### src/rtl/core/flsa_pkg.sv
// ----------------------------------------------------------------------------
// Free list slot allocator package
// Result status codes and request kinds shared by the core and the testbench.
// ----------------------------------------------------------------------------
package flsa_pkg;

  // Magnitude bits of a non-negative free offset
  localparam int unsigned OFS_MAG_W = 15;

  typedef enum logic [2:0] {
    ST_ALLOCATED = 3'd0,
    ST_EMPTY     = 3'd1,
    ST_FREED     = 3'd2,
    ST_DOUBLE    = 3'd3,
    ST_INVALID   = 3'd4
  } status_e;

  typedef enum logic {
    KIND_ALLOC = 1'b0,
    KIND_FREE  = 1'b1
  } kind_e;

endpackage

### src/rtl/core/flsa_if.sv
// ----------------------------------------------------------------------------
// Free list slot allocator channels
// Request channel (alloc or free) and result channel, valid/ready handshake.
// ----------------------------------------------------------------------------
interface flsa_req_if;
  logic               valid;
  logic               ready;
  logic               kind;
  logic signed [15:0] free_offset;

  modport source (output valid, output kind, output free_offset, input ready);
  modport sink   (input valid, input kind, input free_offset, output ready);
endinterface

interface flsa_rsp_if;
  logic       valid;
  logic       ready;
  logic [2:0] status;
  logic [7:0] object_offset;

  modport source (output valid, output status, output object_offset, input ready);
  modport sink   (input valid, input status, input object_offset, output ready);
endinterface

### src/rtl/core/flsa_ram.sv
// ----------------------------------------------------------------------------
// Generic single-clock RAM
// One write port and one read port; read data is registered and holds while
// no read is issued.
// ----------------------------------------------------------------------------
module flsa_ram #(
  parameter int unsigned WIDTH  = 8,
  parameter int unsigned DEPTH  = 16,
  parameter int unsigned ADDR_W = (DEPTH > 1) ? $clog2(DEPTH) : 1
) (
  input  logic              clk_i,
  input  logic              we_i,
  input  logic [ADDR_W-1:0] waddr_i,
  input  logic [WIDTH-1:0]  wdata_i,
  input  logic              re_i,
  input  logic [ADDR_W-1:0] raddr_i,
  output logic [WIDTH-1:0]  rdata_o
);

  logic [WIDTH-1:0] mem_q [DEPTH];
  logic [WIDTH-1:0] rdata_q;

  // Write and registered read
  always_ff @(posedge clk_i) begin
    if (we_i) begin
      mem_q[waddr_i] <= wdata_i;
    end
    if (re_i) begin
      rdata_q <= mem_q[raddr_i];
    end
  end

  assign rdata_o = rdata_q;

endmodule

### src/rtl/core/free_list_slot_allocator.sv
// ----------------------------------------------------------------------------
// Free list slot allocator
// Fixed-size pool of SLOTS slots kept as a LIFO free list in one RAM.
// ----------------------------------------------------------------------------
// After reset the block runs a clearing pass that links every slot into the
// free list (highest slot at the head); it takes no request until that pass
// is done. For each request the accepting cycle reads the slot entry (the
// head for an alloc, the slot decoded from the offset for a free) from the
// slot RAM, and the resolve state then checks it, writes the entry back,
// moves the head and loads the result register. A new request is taken while
// an earlier result still waits in the result register; the resolve state
// stalls only while that register is full and its result is not taken.
// A free offset is decoded to a slot by a multiply with the reciprocal of the
// slot size, checked back with a constant multiply in the resolve state.
// ----------------------------------------------------------------------------
module free_list_slot_allocator #(
  parameter int unsigned SLOTS        = 16,
  parameter int unsigned HEADER_BYTES = 8,
  parameter int unsigned OBJECT_BYTES = 8
) (
  input  logic       clk_i,
  input  logic       rst_ni,
  flsa_req_if.sink   req_i,
  flsa_rsp_if.source rsp_o
);

  localparam int unsigned AW          = (SLOTS > 1) ? $clog2(SLOTS) : 1;
  localparam int unsigned SLOT_BYTES  = HEADER_BYTES + OBJECT_BYTES;
  localparam int unsigned POOL_BYTES  = SLOTS * SLOT_BYTES;
  localparam int unsigned SB_LOG      = $clog2(SLOT_BYTES);
  localparam int unsigned RECIP_SHIFT = flsa_pkg::OFS_MAG_W + SB_LOG;
  localparam int unsigned RECIP       =
    ((32'd1 << RECIP_SHIFT) + SLOT_BYTES - 1) / SLOT_BYTES;
  localparam int unsigned EW          = AW + 2;

  typedef struct packed {
    logic          alloc;
    logic          last;
    logic [AW-1:0] next;
  } slot_entry_t;

  typedef enum logic [1:0] {
    S_INIT,
    S_IDLE,
    S_EXEC
  } state_e;

  state_e                             state_q;
  logic [AW-1:0]                      clr_q;
  logic [AW-1:0]                      head_q, head_d;
  logic                               empty_q, empty_d;
  flsa_pkg::kind_e                    kind_q;
  logic [flsa_pkg::OFS_MAG_W-1:0]     x_q;
  logic                               range_ok_q;
  logic [AW-1:0]                      slot_q;
  logic                               rsp_valid_q;
  flsa_pkg::status_e                  status_q, status_d;
  logic [7:0]                         obj_q, obj_d;

  logic                               accept;
  logic                               proceed;
  logic [flsa_pkg::OFS_MAG_W-1:0]     x_w;
  logic [47:0]                        prod_w;
  logic [flsa_pkg::OFS_MAG_W-1:0]     quot_w;
  logic [AW-1:0]                      slot_w;
  logic                               range_ok_w;
  logic                               mult_ok;
  slot_entry_t                        entry;
  slot_entry_t                        wentry;
  logic                               ram_we;
  logic                               ram_re;
  logic [AW-1:0]                      ram_waddr;
  logic [AW-1:0]                      ram_raddr;
  logic [EW-1:0]                      ram_rdata;

  // Handshake
  assign req_i.ready = (state_q == S_IDLE);
  assign accept      = req_i.valid && req_i.ready;
  assign proceed     = (state_q == S_EXEC) && (!rsp_valid_q || rsp_o.ready);

  // Decode the free offset: range check and slot index by reciprocal multiply
  assign x_w    = flsa_pkg::OFS_MAG_W'(req_i.free_offset[14:0] -
                                       flsa_pkg::OFS_MAG_W'(HEADER_BYTES));
  assign prod_w = 48'(x_w) * 48'(RECIP);
  assign quot_w = prod_w[RECIP_SHIFT +: flsa_pkg::OFS_MAG_W];
  assign slot_w = quot_w[AW-1:0];
  assign range_ok_w = !req_i.free_offset[15]
                      && (32'(req_i.free_offset[14:0]) >= 32'(HEADER_BYTES))
                      && (32'(req_i.free_offset[14:0]) < 32'(POOL_BYTES));

  // Issue the entry read with the request
  assign ram_re    = accept;
  assign ram_raddr = (req_i.kind == flsa_pkg::KIND_FREE) ? slot_w : head_q;

  // Offset is a whole number of slots past the first header
  assign mult_ok = (32'(slot_q) * 32'(SLOT_BYTES)) == 32'(x_q);
  assign entry   = slot_entry_t'(ram_rdata);

  // Resolve the request and build the write-back
  always_comb begin
    ram_we    = 1'b0;
    ram_waddr = clr_q;
    wentry    = '0;
    head_d    = head_q;
    empty_d   = empty_q;
    status_d  = flsa_pkg::ST_INVALID;
    obj_d     = '0;
    case (state_q)
      S_INIT: begin
        ram_we       = 1'b1;
        wentry.alloc = 1'b0;
        wentry.last  = (clr_q == '0);
        wentry.next  = (clr_q == '0) ? '0 : AW'(clr_q - AW'(1));
      end
      S_EXEC: begin
        if (kind_q == flsa_pkg::KIND_ALLOC) begin
          if (empty_q) begin
            status_d = flsa_pkg::ST_EMPTY;
          end else begin
            status_d     = flsa_pkg::ST_ALLOCATED;
            obj_d        = 8'(32'(head_q) * 32'(SLOT_BYTES) + 32'(HEADER_BYTES));
            ram_we       = proceed;
            ram_waddr    = head_q;
            wentry.alloc = 1'b1;
            wentry.last  = entry.last;
            wentry.next  = entry.next;
            if (entry.last) begin
              empty_d = 1'b1;
            end else begin
              head_d = entry.next;
            end
          end
        end else begin
          if (!(range_ok_q && mult_ok)) begin
            status_d = flsa_pkg::ST_INVALID;
          end else if (!entry.alloc) begin
            status_d = flsa_pkg::ST_DOUBLE;
          end else begin
            status_d     = flsa_pkg::ST_FREED;
            ram_we       = proceed;
            ram_waddr    = slot_q;
            wentry.alloc = 1'b0;
            wentry.last  = empty_q;
            wentry.next  = head_q;
            head_d       = slot_q;
            empty_d      = 1'b0;
          end
        end
      end
      default: begin
        ram_we = 1'b0;
      end
    endcase
  end

  // Slot entries: allocated flag, end-of-list flag, next link
  flsa_ram #(
    .WIDTH (EW),
    .DEPTH (SLOTS)
  ) u_slot_ram (
    .clk_i   (clk_i),
    .we_i    (ram_we),
    .waddr_i (ram_waddr),
    .wdata_i (wentry),
    .re_i    (ram_re),
    .raddr_i (ram_raddr),
    .rdata_o (ram_rdata)
  );

  // Sequencer, list head and result register
  always_ff @(posedge clk_i or negedge rst_ni) begin
    if (!rst_ni) begin
      state_q     <= S_INIT;
      clr_q       <= '0;
      head_q      <= AW'(SLOTS - 1);
      empty_q     <= 1'b0;
      kind_q      <= flsa_pkg::KIND_ALLOC;
      x_q         <= '0;
      range_ok_q  <= 1'b0;
      slot_q      <= '0;
      rsp_valid_q <= 1'b0;
      status_q    <= flsa_pkg::ST_ALLOCATED;
      obj_q       <= '0;
    end else begin
      // raise the result on resolve, drop it once taken
      if (proceed) begin
        rsp_valid_q <= 1'b1;
      end else if (rsp_valid_q && rsp_o.ready) begin
        rsp_valid_q <= 1'b0;
      end
      case (state_q)
        S_INIT: begin
          clr_q <= AW'(clr_q + AW'(1));
          if (clr_q == AW'(SLOTS - 1)) begin
            state_q <= S_IDLE;
          end
        end
        S_IDLE: begin
          if (accept) begin
            kind_q     <= flsa_pkg::kind_e'(req_i.kind);
            x_q        <= x_w;
            range_ok_q <= range_ok_w;
            slot_q     <= slot_w;
            state_q    <= S_EXEC;
          end
        end
        S_EXEC: begin
          if (proceed) begin
            head_q      <= head_d;
            empty_q     <= empty_d;
            status_q    <= status_d;
            obj_q       <= obj_d;
            state_q     <= S_IDLE;
          end
        end
        default: begin
          state_q <= S_IDLE;
        end
      endcase
    end
  end

  assign rsp_o.valid         = rsp_valid_q;
  assign rsp_o.status        = status_q;
  assign rsp_o.object_offset = obj_q;

  // An accepted request enters the resolve stage in the following cycle
  a_accept_exec: assert property (@(posedge clk_i) disable iff (!rst_ni)
    accept |=> (state_q == S_EXEC))
    else $error("accepted request did not enter the resolve stage");

  // Only allocations carry an object offset
  a_offset_zero: assert property (@(posedge clk_i) disable iff (!rst_ni)
    (rsp_o.valid && (rsp_o.status != flsa_pkg::ST_ALLOCATED)) |->
      (rsp_o.object_offset == 8'd0))
    else $error("object offset set on a non-allocation result");

  // An allocation from an empty pool reports empty
  a_empty_alloc: assert property (@(posedge clk_i) disable iff (!rst_ni)
    (proceed && (kind_q == flsa_pkg::KIND_ALLOC) && empty_q) |=>
      (rsp_o.valid && (rsp_o.status == flsa_pkg::ST_EMPTY)))
    else $error("allocation from an empty pool not reported as empty");

  // No slot entry is written between requests
  a_no_idle_write: assert property (@(posedge clk_i) disable iff (!rst_ni)
    (state_q == S_IDLE) |-> !ram_we)
    else $error("slot RAM written while idle");

endmodule

### src/flat_wrapper.sv
// flat-port wrapper written by rule: the top's interface ports become plain ports
module free_list_slot_allocator_flat 
#(
  parameter int unsigned SLOTS        = 16,
  parameter int unsigned HEADER_BYTES = 8,
  parameter int unsigned OBJECT_BYTES = 8
)
  (clk_i, rst_ni, req_i_valid, req_i_kind, req_i_free_offset, req_i_ready, rsp_o_valid, rsp_o_status, rsp_o_object_offset, rsp_o_ready);
  flsa_req_if req_i_i ();
  flsa_rsp_if rsp_o_i ();
  input  logic clk_i;
  input  logic rst_ni;
  input wire logic [$bits(req_i_i.valid)-1:0] req_i_valid;
  input wire logic [$bits(req_i_i.kind)-1:0] req_i_kind;
  input wire logic [$bits(req_i_i.free_offset)-1:0] req_i_free_offset;
  output wire logic [$bits(req_i_i.ready)-1:0] req_i_ready;
  output wire logic [$bits(rsp_o_i.valid)-1:0] rsp_o_valid;
  output wire logic [$bits(rsp_o_i.status)-1:0] rsp_o_status;
  output wire logic [$bits(rsp_o_i.object_offset)-1:0] rsp_o_object_offset;
  input wire logic [$bits(rsp_o_i.ready)-1:0] rsp_o_ready;
  assign req_i_i.valid = req_i_valid;
  assign req_i_i.kind = req_i_kind;
  assign req_i_i.free_offset = req_i_free_offset;
  assign req_i_ready = req_i_i.ready;
  assign rsp_o_valid = rsp_o_i.valid;
  assign rsp_o_status = rsp_o_i.status;
  assign rsp_o_object_offset = rsp_o_i.object_offset;
  assign rsp_o_i.ready = rsp_o_ready;
  free_list_slot_allocator #(.SLOTS(SLOTS), .HEADER_BYTES(HEADER_BYTES), .OBJECT_BYTES(OBJECT_BYTES)) u_core (.clk_i(clk_i), .rst_ni(rst_ni), .req_i(req_i_i), .rsp_o(rsp_o_i));
endmodule
### config.mk
export PLATFORM = sky130hd
export DESIGN_NAME = free_list_slot_allocator_flat
export DESIGN_NICKNAME = d
export VERILOG_FILES = /design/src/rtl/core/flsa_pkg.sv /design/src/rtl/core/flsa_if.sv /design/src/rtl/core/flsa_ram.sv /design/src/rtl/core/free_list_slot_allocator.sv /design/src/flat_wrapper.sv
export SDC_FILE = /design/constraint.sdc
export NUM_CORES = 1
export LEC_CHECK = 0
export BUFFER_PORTS_ARGS = -buffer_cell sky130_fd_sc_hd__buf_4
export CAP_MARGIN = 40
export CORE_MARGIN = 2
export CORE_UTILIZATION = 35
export DETAILED_ROUTE_END_ITERATION = 12
export SLEW_MARGIN = 20
export SYNTH_ARGS = -nofsm -noshare
export SYNTH_HDL_FRONTEND = slang
export SYNTH_SLANG_ARGS = --single-unit
### constraint.sdc
create_clock -name clk_i -period 6.45 [get_ports clk_i]
set_clock_uncertainty 0.15 [all_clocks]
set_input_delay 0.3225 -clock clk_i [delete_from_list [all_inputs] [get_ports clk_i]]
set_output_delay 0.3225 -clock clk_i [all_outputs]
set_load 0.005 [all_outputs]
==> impl_results.html <==
<table>
<tr><th>Metric</th><th>Value</th></tr>
<tr><th colspan="2">Synth</th></tr>
<tr><td>Post-synthesis cell count</td><td>485</td></tr>
<tr><td>Portion of the post-synthesis area used by sequential elements</td><td>0.635</td></tr>
<tr><td>Synthesis-stage register bit count</td><td>139</td></tr>
<tr><td>Async set-reset flop share out of synthesis</td><td>0.266</td></tr>
<tr><td>Number of enable-type register cells in the synthesized netlist</td><td>102</td></tr>
<tr><td>Post-synthesis area per instance</td><td>13.0 um2</td></tr>
<tr><td>Count of cell types in the netlist</td><td>56</td></tr>
<tr><td>Flip-flop cell with the highest count after synthesis</td><td>sky130_fd_sc_hd__edfxtp_1</td></tr>
<tr><td>Synthesized cell area</td><td>0.00629 mm2</td></tr>
<tr><td>Number of warnings reported in the yosys synthesis log</td><td>0</td></tr>
<tr><th colspan="2">Floorplanning</th></tr>
<tr><td>Area inside the core boundary</td><td>0.0178 mm2</td></tr>
<tr><td>Die span in y</td><td>138 um</td></tr>
<tr><td>Die X-Extent</td><td>138 um</td></tr>
<tr><td>Initial cell density of the core</td><td>0.354</td></tr>
<tr><td>Die Area</td><td>0.0191 mm2</td></tr>
<tr><td>Number of placement rows</td><td>49</td></tr>
<tr><td>IO Count</td><td>34</td></tr>
<tr><th colspan="2">GRT</th></tr>
<tr><td>Gr ovfl total</td><td>0</td></tr>
<tr><td>Number of antenna violations at the first check in global routing</td><td>0</td></tr>
<tr><td>Maximum number of pins on one net before global-route repair</td><td>61</td></tr>
<tr><td>First-pass GRT wire length</td><td>21,400 um</td></tr>
<tr><td>Via count of the first global-routing pass</td><td>3,872</td></tr>
<tr><td>GRT Total Usage</td><td>0.145</td></tr>
<tr><th colspan="2">Critical path</th></tr>
<tr><td>Slack of the worst reg-to-reg path</td><td>3.30 ns</td></tr>
<tr><td>Depth of the most critical reg-to-reg path</td><td>5</td></tr>
<tr><td>Kind of end point of the critical path</td><td>register</td></tr>
<tr><td>CP Class</td><td>register to register</td></tr>
<tr><td>Data required time at the worst endpoint</td><td>6.35 ns</td></tr>
<tr><td>Critical path peak fanout</td><td>12</td></tr>
<tr><td>Signal arrival time at the worst endpoint</td><td>3.06 ns</td></tr>
<tr><td>Startpoint Class</td><td>register</td></tr>
<tr><th colspan="2">Timing</th></tr>
<tr><td>Final hold violations</td><td>0</td></tr>
<tr><td>Max-slew violations</td><td>0</td></tr>
<tr><td>Setup repair after global routing missed its margin</td><td>no</td></tr>
<tr><td>Final worst hold slack</td><td>0.0477 ns</td></tr>
<tr><td>Worst setup margin</td><td>3.30 ns</td></tr>
<tr><td>Shortest clock period the worst path allows after layout</td><td>3.15 ns</td></tr>
<tr><td>Slew at the pin closest to its max-slew limit</td><td>0.789 ns</td></tr>
<tr><td>Crit share post-route</td><td>0.489</td></tr>
<tr><td>Max-Slew Margin vs Limit</td><td>0.474</td></tr>
<tr><td>Final sum of negative setup slack</td><td>0 ns</td></tr>
<tr><td>Maximum operating frequency</td><td>0.317 GHz</td></tr>
<tr><td>Final setup violation count</td><td>0</td></tr>
<tr><th colspan="2">Power</th></tr>
<tr><td>Register share of total power</td><td>0.440</td></tr>
<tr><td>VDD IR max</td><td>213 uV</td></tr>
<tr><td>Switching power</td><td>1150 uW</td></tr>
<tr><td>Net switching fraction of the power</td><td>0.337</td></tr>
<tr><td>Power density over the cells</td><td>461 mW/mm2</td></tr>
<tr><td>Combinational fraction of design power</td><td>0.277</td></tr>
<tr><td>Leak Pwr</td><td>0.00278 uW</td></tr>
<tr><td>Internal Power</td><td>2260 uW</td></tr>
<tr><td>Clock network fraction of total power</td><td>0.283</td></tr>
<tr><th colspan="2">Routing</th></tr>
<tr><td>Final wirelength</td><td>13,500 um</td></tr>
<tr><td>Post-detailed-route wirelength per cell</td><td>17.7 um</td></tr>
<tr><td>Number of routed nets with antenna violations</td><td>0</td></tr>
<tr><td>Drt initial violations</td><td>238</td></tr>
<tr><td>First-pass iteration count of the detailed router</td><td>6</td></tr>
<tr><td>Routed vias/inst</td><td>5.19</td></tr>
<tr><td>Post-route DRC violation count</td><td>0</td></tr>
<tr><td>Via count</td><td>3,958</td></tr>
<tr><th colspan="2">Finish</th></tr>
<tr><td>Fill count</td><td>1,678</td></tr>
<tr><td>Fraction of layout instances using a drive strength above 1</td><td>0.176</td></tr>
<tr><td>Leading cell type in the layout, fill and taps excluded</td><td>sky130_fd_sc_hd__edfxtp_1</td></tr>
<tr><td>Number of nets at the end of the flow</td><td>545</td></tr>
<tr><td>Area growth syn-to-layout</td><td>17.4%</td></tr>
<tr><td>N_diodes</td><td>0</td></tr>
<tr><td>Highest-count cells in the layout ignoring fill and taps</td><td>sky130_fd_sc_hd__edfxtp_1, sky130_fd_sc_hd__nand2_1, sky130_fd_sc_hd__mux2i_1</td></tr>
<tr><th colspan="2">Place</th></tr>
<tr><td>Detailed placer's ending HPWL</td><td>9160 um</td></tr>
<tr><td>Routability congestion estimate</td><td>0.816</td></tr>
<tr><td>Input/output buffers</td><td>30</td></tr>
<tr><td>Post-placement setup slack</td><td>3.27 ns</td></tr>
<tr><th colspan="2">CTS</th></tr>
<tr><td>Post-cts hold buffer count</td><td>5</td></tr>
<tr><td>Buffer count from post-CTS setup fixing</td><td>0</td></tr>
<tr><td>Number of sinks on the clock net</td><td>139</td></tr>
<tr><td>Deepest clock path buffer count</td><td>2</td></tr>
<tr><td>TritonCTS clock tree</td><td>built</td></tr>
<tr><td>CTS clk-pin slew, worst paths</td><td>0.06 ns</td></tr>
<tr><td>Clock buffer count from CTS</td><td>17</td></tr>
<tr><td>Cells resized by post-CTS repair</td><td>0</td></tr>
<tr><td>Clk_lat worst skew</td><td>0.42 ns</td></tr>
<tr><td>Clock Tree Root</td><td>sky130_fd_sc_hd__clkbuf_16</td></tr>
<tr><td>Number of H-tree branching levels</td><td>4</td></tr>
<tr><th colspan="2">Outcome</th></tr>
<tr><td>Result of the run</td><td>finished, final reports clean</td></tr>
<tr><th colspan="2">Min path</th></tr>
<tr><td>Worst hold path class</td><td>primary input to register</td></tr>
<tr><td>Min-Delay Path Depth</td><td>3</td></tr>
<tr><th colspan="2">Job</th></tr>
<tr><td>Count of max-cap constraint violations</td><td>0</td></tr>
</table>
==> per-stage QoR <==
stage | utilization | cell area (um2) | instances | total power, uW
after floorplan | - | 6300 | 487 | 2110
after global placement | 0.377 | 6710 | 723 | 2420
after detailed placement | 0.377 | 6710 | 723 | 2450
after CTS | 0.413 | 7350 | 760 | 3420
after global routing | 0.416 | 7390 | 762 | 3590
final | 0.416 | 7390 | 762 | 3410
==> kinds of logic after synthesis <==
| family | count (synthesis) | synth area share |
|---|---|---|
| buffers and inverters | 33 | 0.0268 |
| AOI/OAI and AO/OA | 95 | 0.0978 |
| DFF | 139 | 0.635 |
| other | 1 | 0.000596 |
| adders and majority gates | 4 | 0.00795 |
| and+or+nand+nor | 141 | 0.117 |
| xor gates and xnor gates | 14 | 0.0195 |
| muxes | 58 | 0.0952 |
==> worst max-delay path: stages, from the launching register on <==
cell and delay, ns:
sky130_fd_sc_hd__dfrtp_1 0.67, sky130_fd_sc_hd__and4b_1 0.27, sky130_fd_sc_hd__and4_1 0.39, sky130_fd_sc_hd__o21ai_1 0.21
sky130_fd_sc_hd__or4_4 0.59, sky130_fd_sc_hd__nor2_1 0.50
==> cells in the mapped netlist (4+ instances only) <==
library cell / count / area share
sky130_fd_sc_hd__ha_1: 4 / 0.0080
sky130_fd_sc_hd__buf_2: 12 / 0.0095
sky130_fd_sc_hd__buf_4: 4 / 0.0048
sky130_fd_sc_hd__a22o_1: 5 / 0.0070
sky130_fd_sc_hd__nor2b_1: 16 / 0.016
sky130_fd_sc_hd__dfstp_2: 4 / 0.017
sky130_fd_sc_hd__nor2_1: 36 / 0.021
sky130_fd_sc_hd__nor3_1: 7 / 0.0056
sky130_fd_sc_hd__a211o_1: 6 / 0.0083
sky130_fd_sc_hd__nand2_1: 48 / 0.029
sky130_fd_sc_hd__o21ai_0: 23 / 0.018
sky130_fd_sc_hd__a21oi_1: 20 / 0.016
sky130_fd_sc_hd__mux2i_1: 45 / 0.072
sky130_fd_sc_hd__edfxtp_1: 102 / 0.49
sky130_fd_sc_hd__a211oi_1: 18 / 0.021
sky130_fd_sc_hd__o22ai_1: 6 / 0.0060
sky130_fd_sc_hd__dfrtp_1: 33 / 0.13
sky130_fd_sc_hd__mux2_2: 12 / 0.021
sky130_fd_sc_hd__clkbuf_1: 8 / 0.0048
sky130_fd_sc_hd__xnor2_1: 13 / 0.018
sky130_fd_sc_hd__inv_1: 7 / 0.0042
sky130_fd_sc_hd__nand3_1: 6 / 0.0048
==> state kept, by name (all words and copies together) (netlist names), 2 cells and up <==
name	cells
u_core.u_slot_ram.rdata_o	6
u_core.state_q	2
u_core.head_q	4
u_core.x_q	12
u_core.u_slot_ram.mem_q	96
u_core.rsp_o.status	3
u_core.clr_q	4
u_core.rsp_o.object_offset	5
u_core.slot_q	3
==> layer usage <==
layer	up-vias	global-route usage	part of all wire
met5	-	0	0
met4	0	0.0537	0.020
met3	21	0.0426	0.060
met2	118	0.236	0.48
met1	1943	0.186	0.44
li1	1876	-	-
==> path summary, 6_finish.rpt <==
kind / from / endpoint
setup / recovery: u_core.kind_q / u_core.u_slot_ram.mem_q[15][2]
max in group asynchronous: rst_ni / u_core.head_q[0]
hold reg to reg: u_core.rsp_o.object_offset[3] / u_core.rsp_o.object_offset[3]
hold / removal: req_i_free_offset[13] / u_core.x_q[13]
setup reg to reg: u_core.kind_q / u_core.u_slot_ram.mem_q[15][2]
min in group asynchronous: rst_ni / u_core.x_q[9]
==> power groups by stage <==
stage                     clock [uW]  sequential, uW  combinational (uW)
final                            964            1500                 944
after global routing            1020            1530                1040
after CTS                        979            1500                 942
after detailed placement           0            1510                 939
after global placement             0            1510                 913
after floorplan                    0            1420                 695
==> cell type report <==
class                   instances  area, um2  share of cell area
repair buffers                 40        340              0.0461
flip-flops and latches        139       3990               0.541
clock inverters                14        161              0.0218
well taps                     229        287              0.0388
inverters                       7       26.3             0.00356
clock buffers                  18        429              0.0581
multi-input cells             315       2150               0.291
No activity file was read; power rests on OpenSTA's default activity.
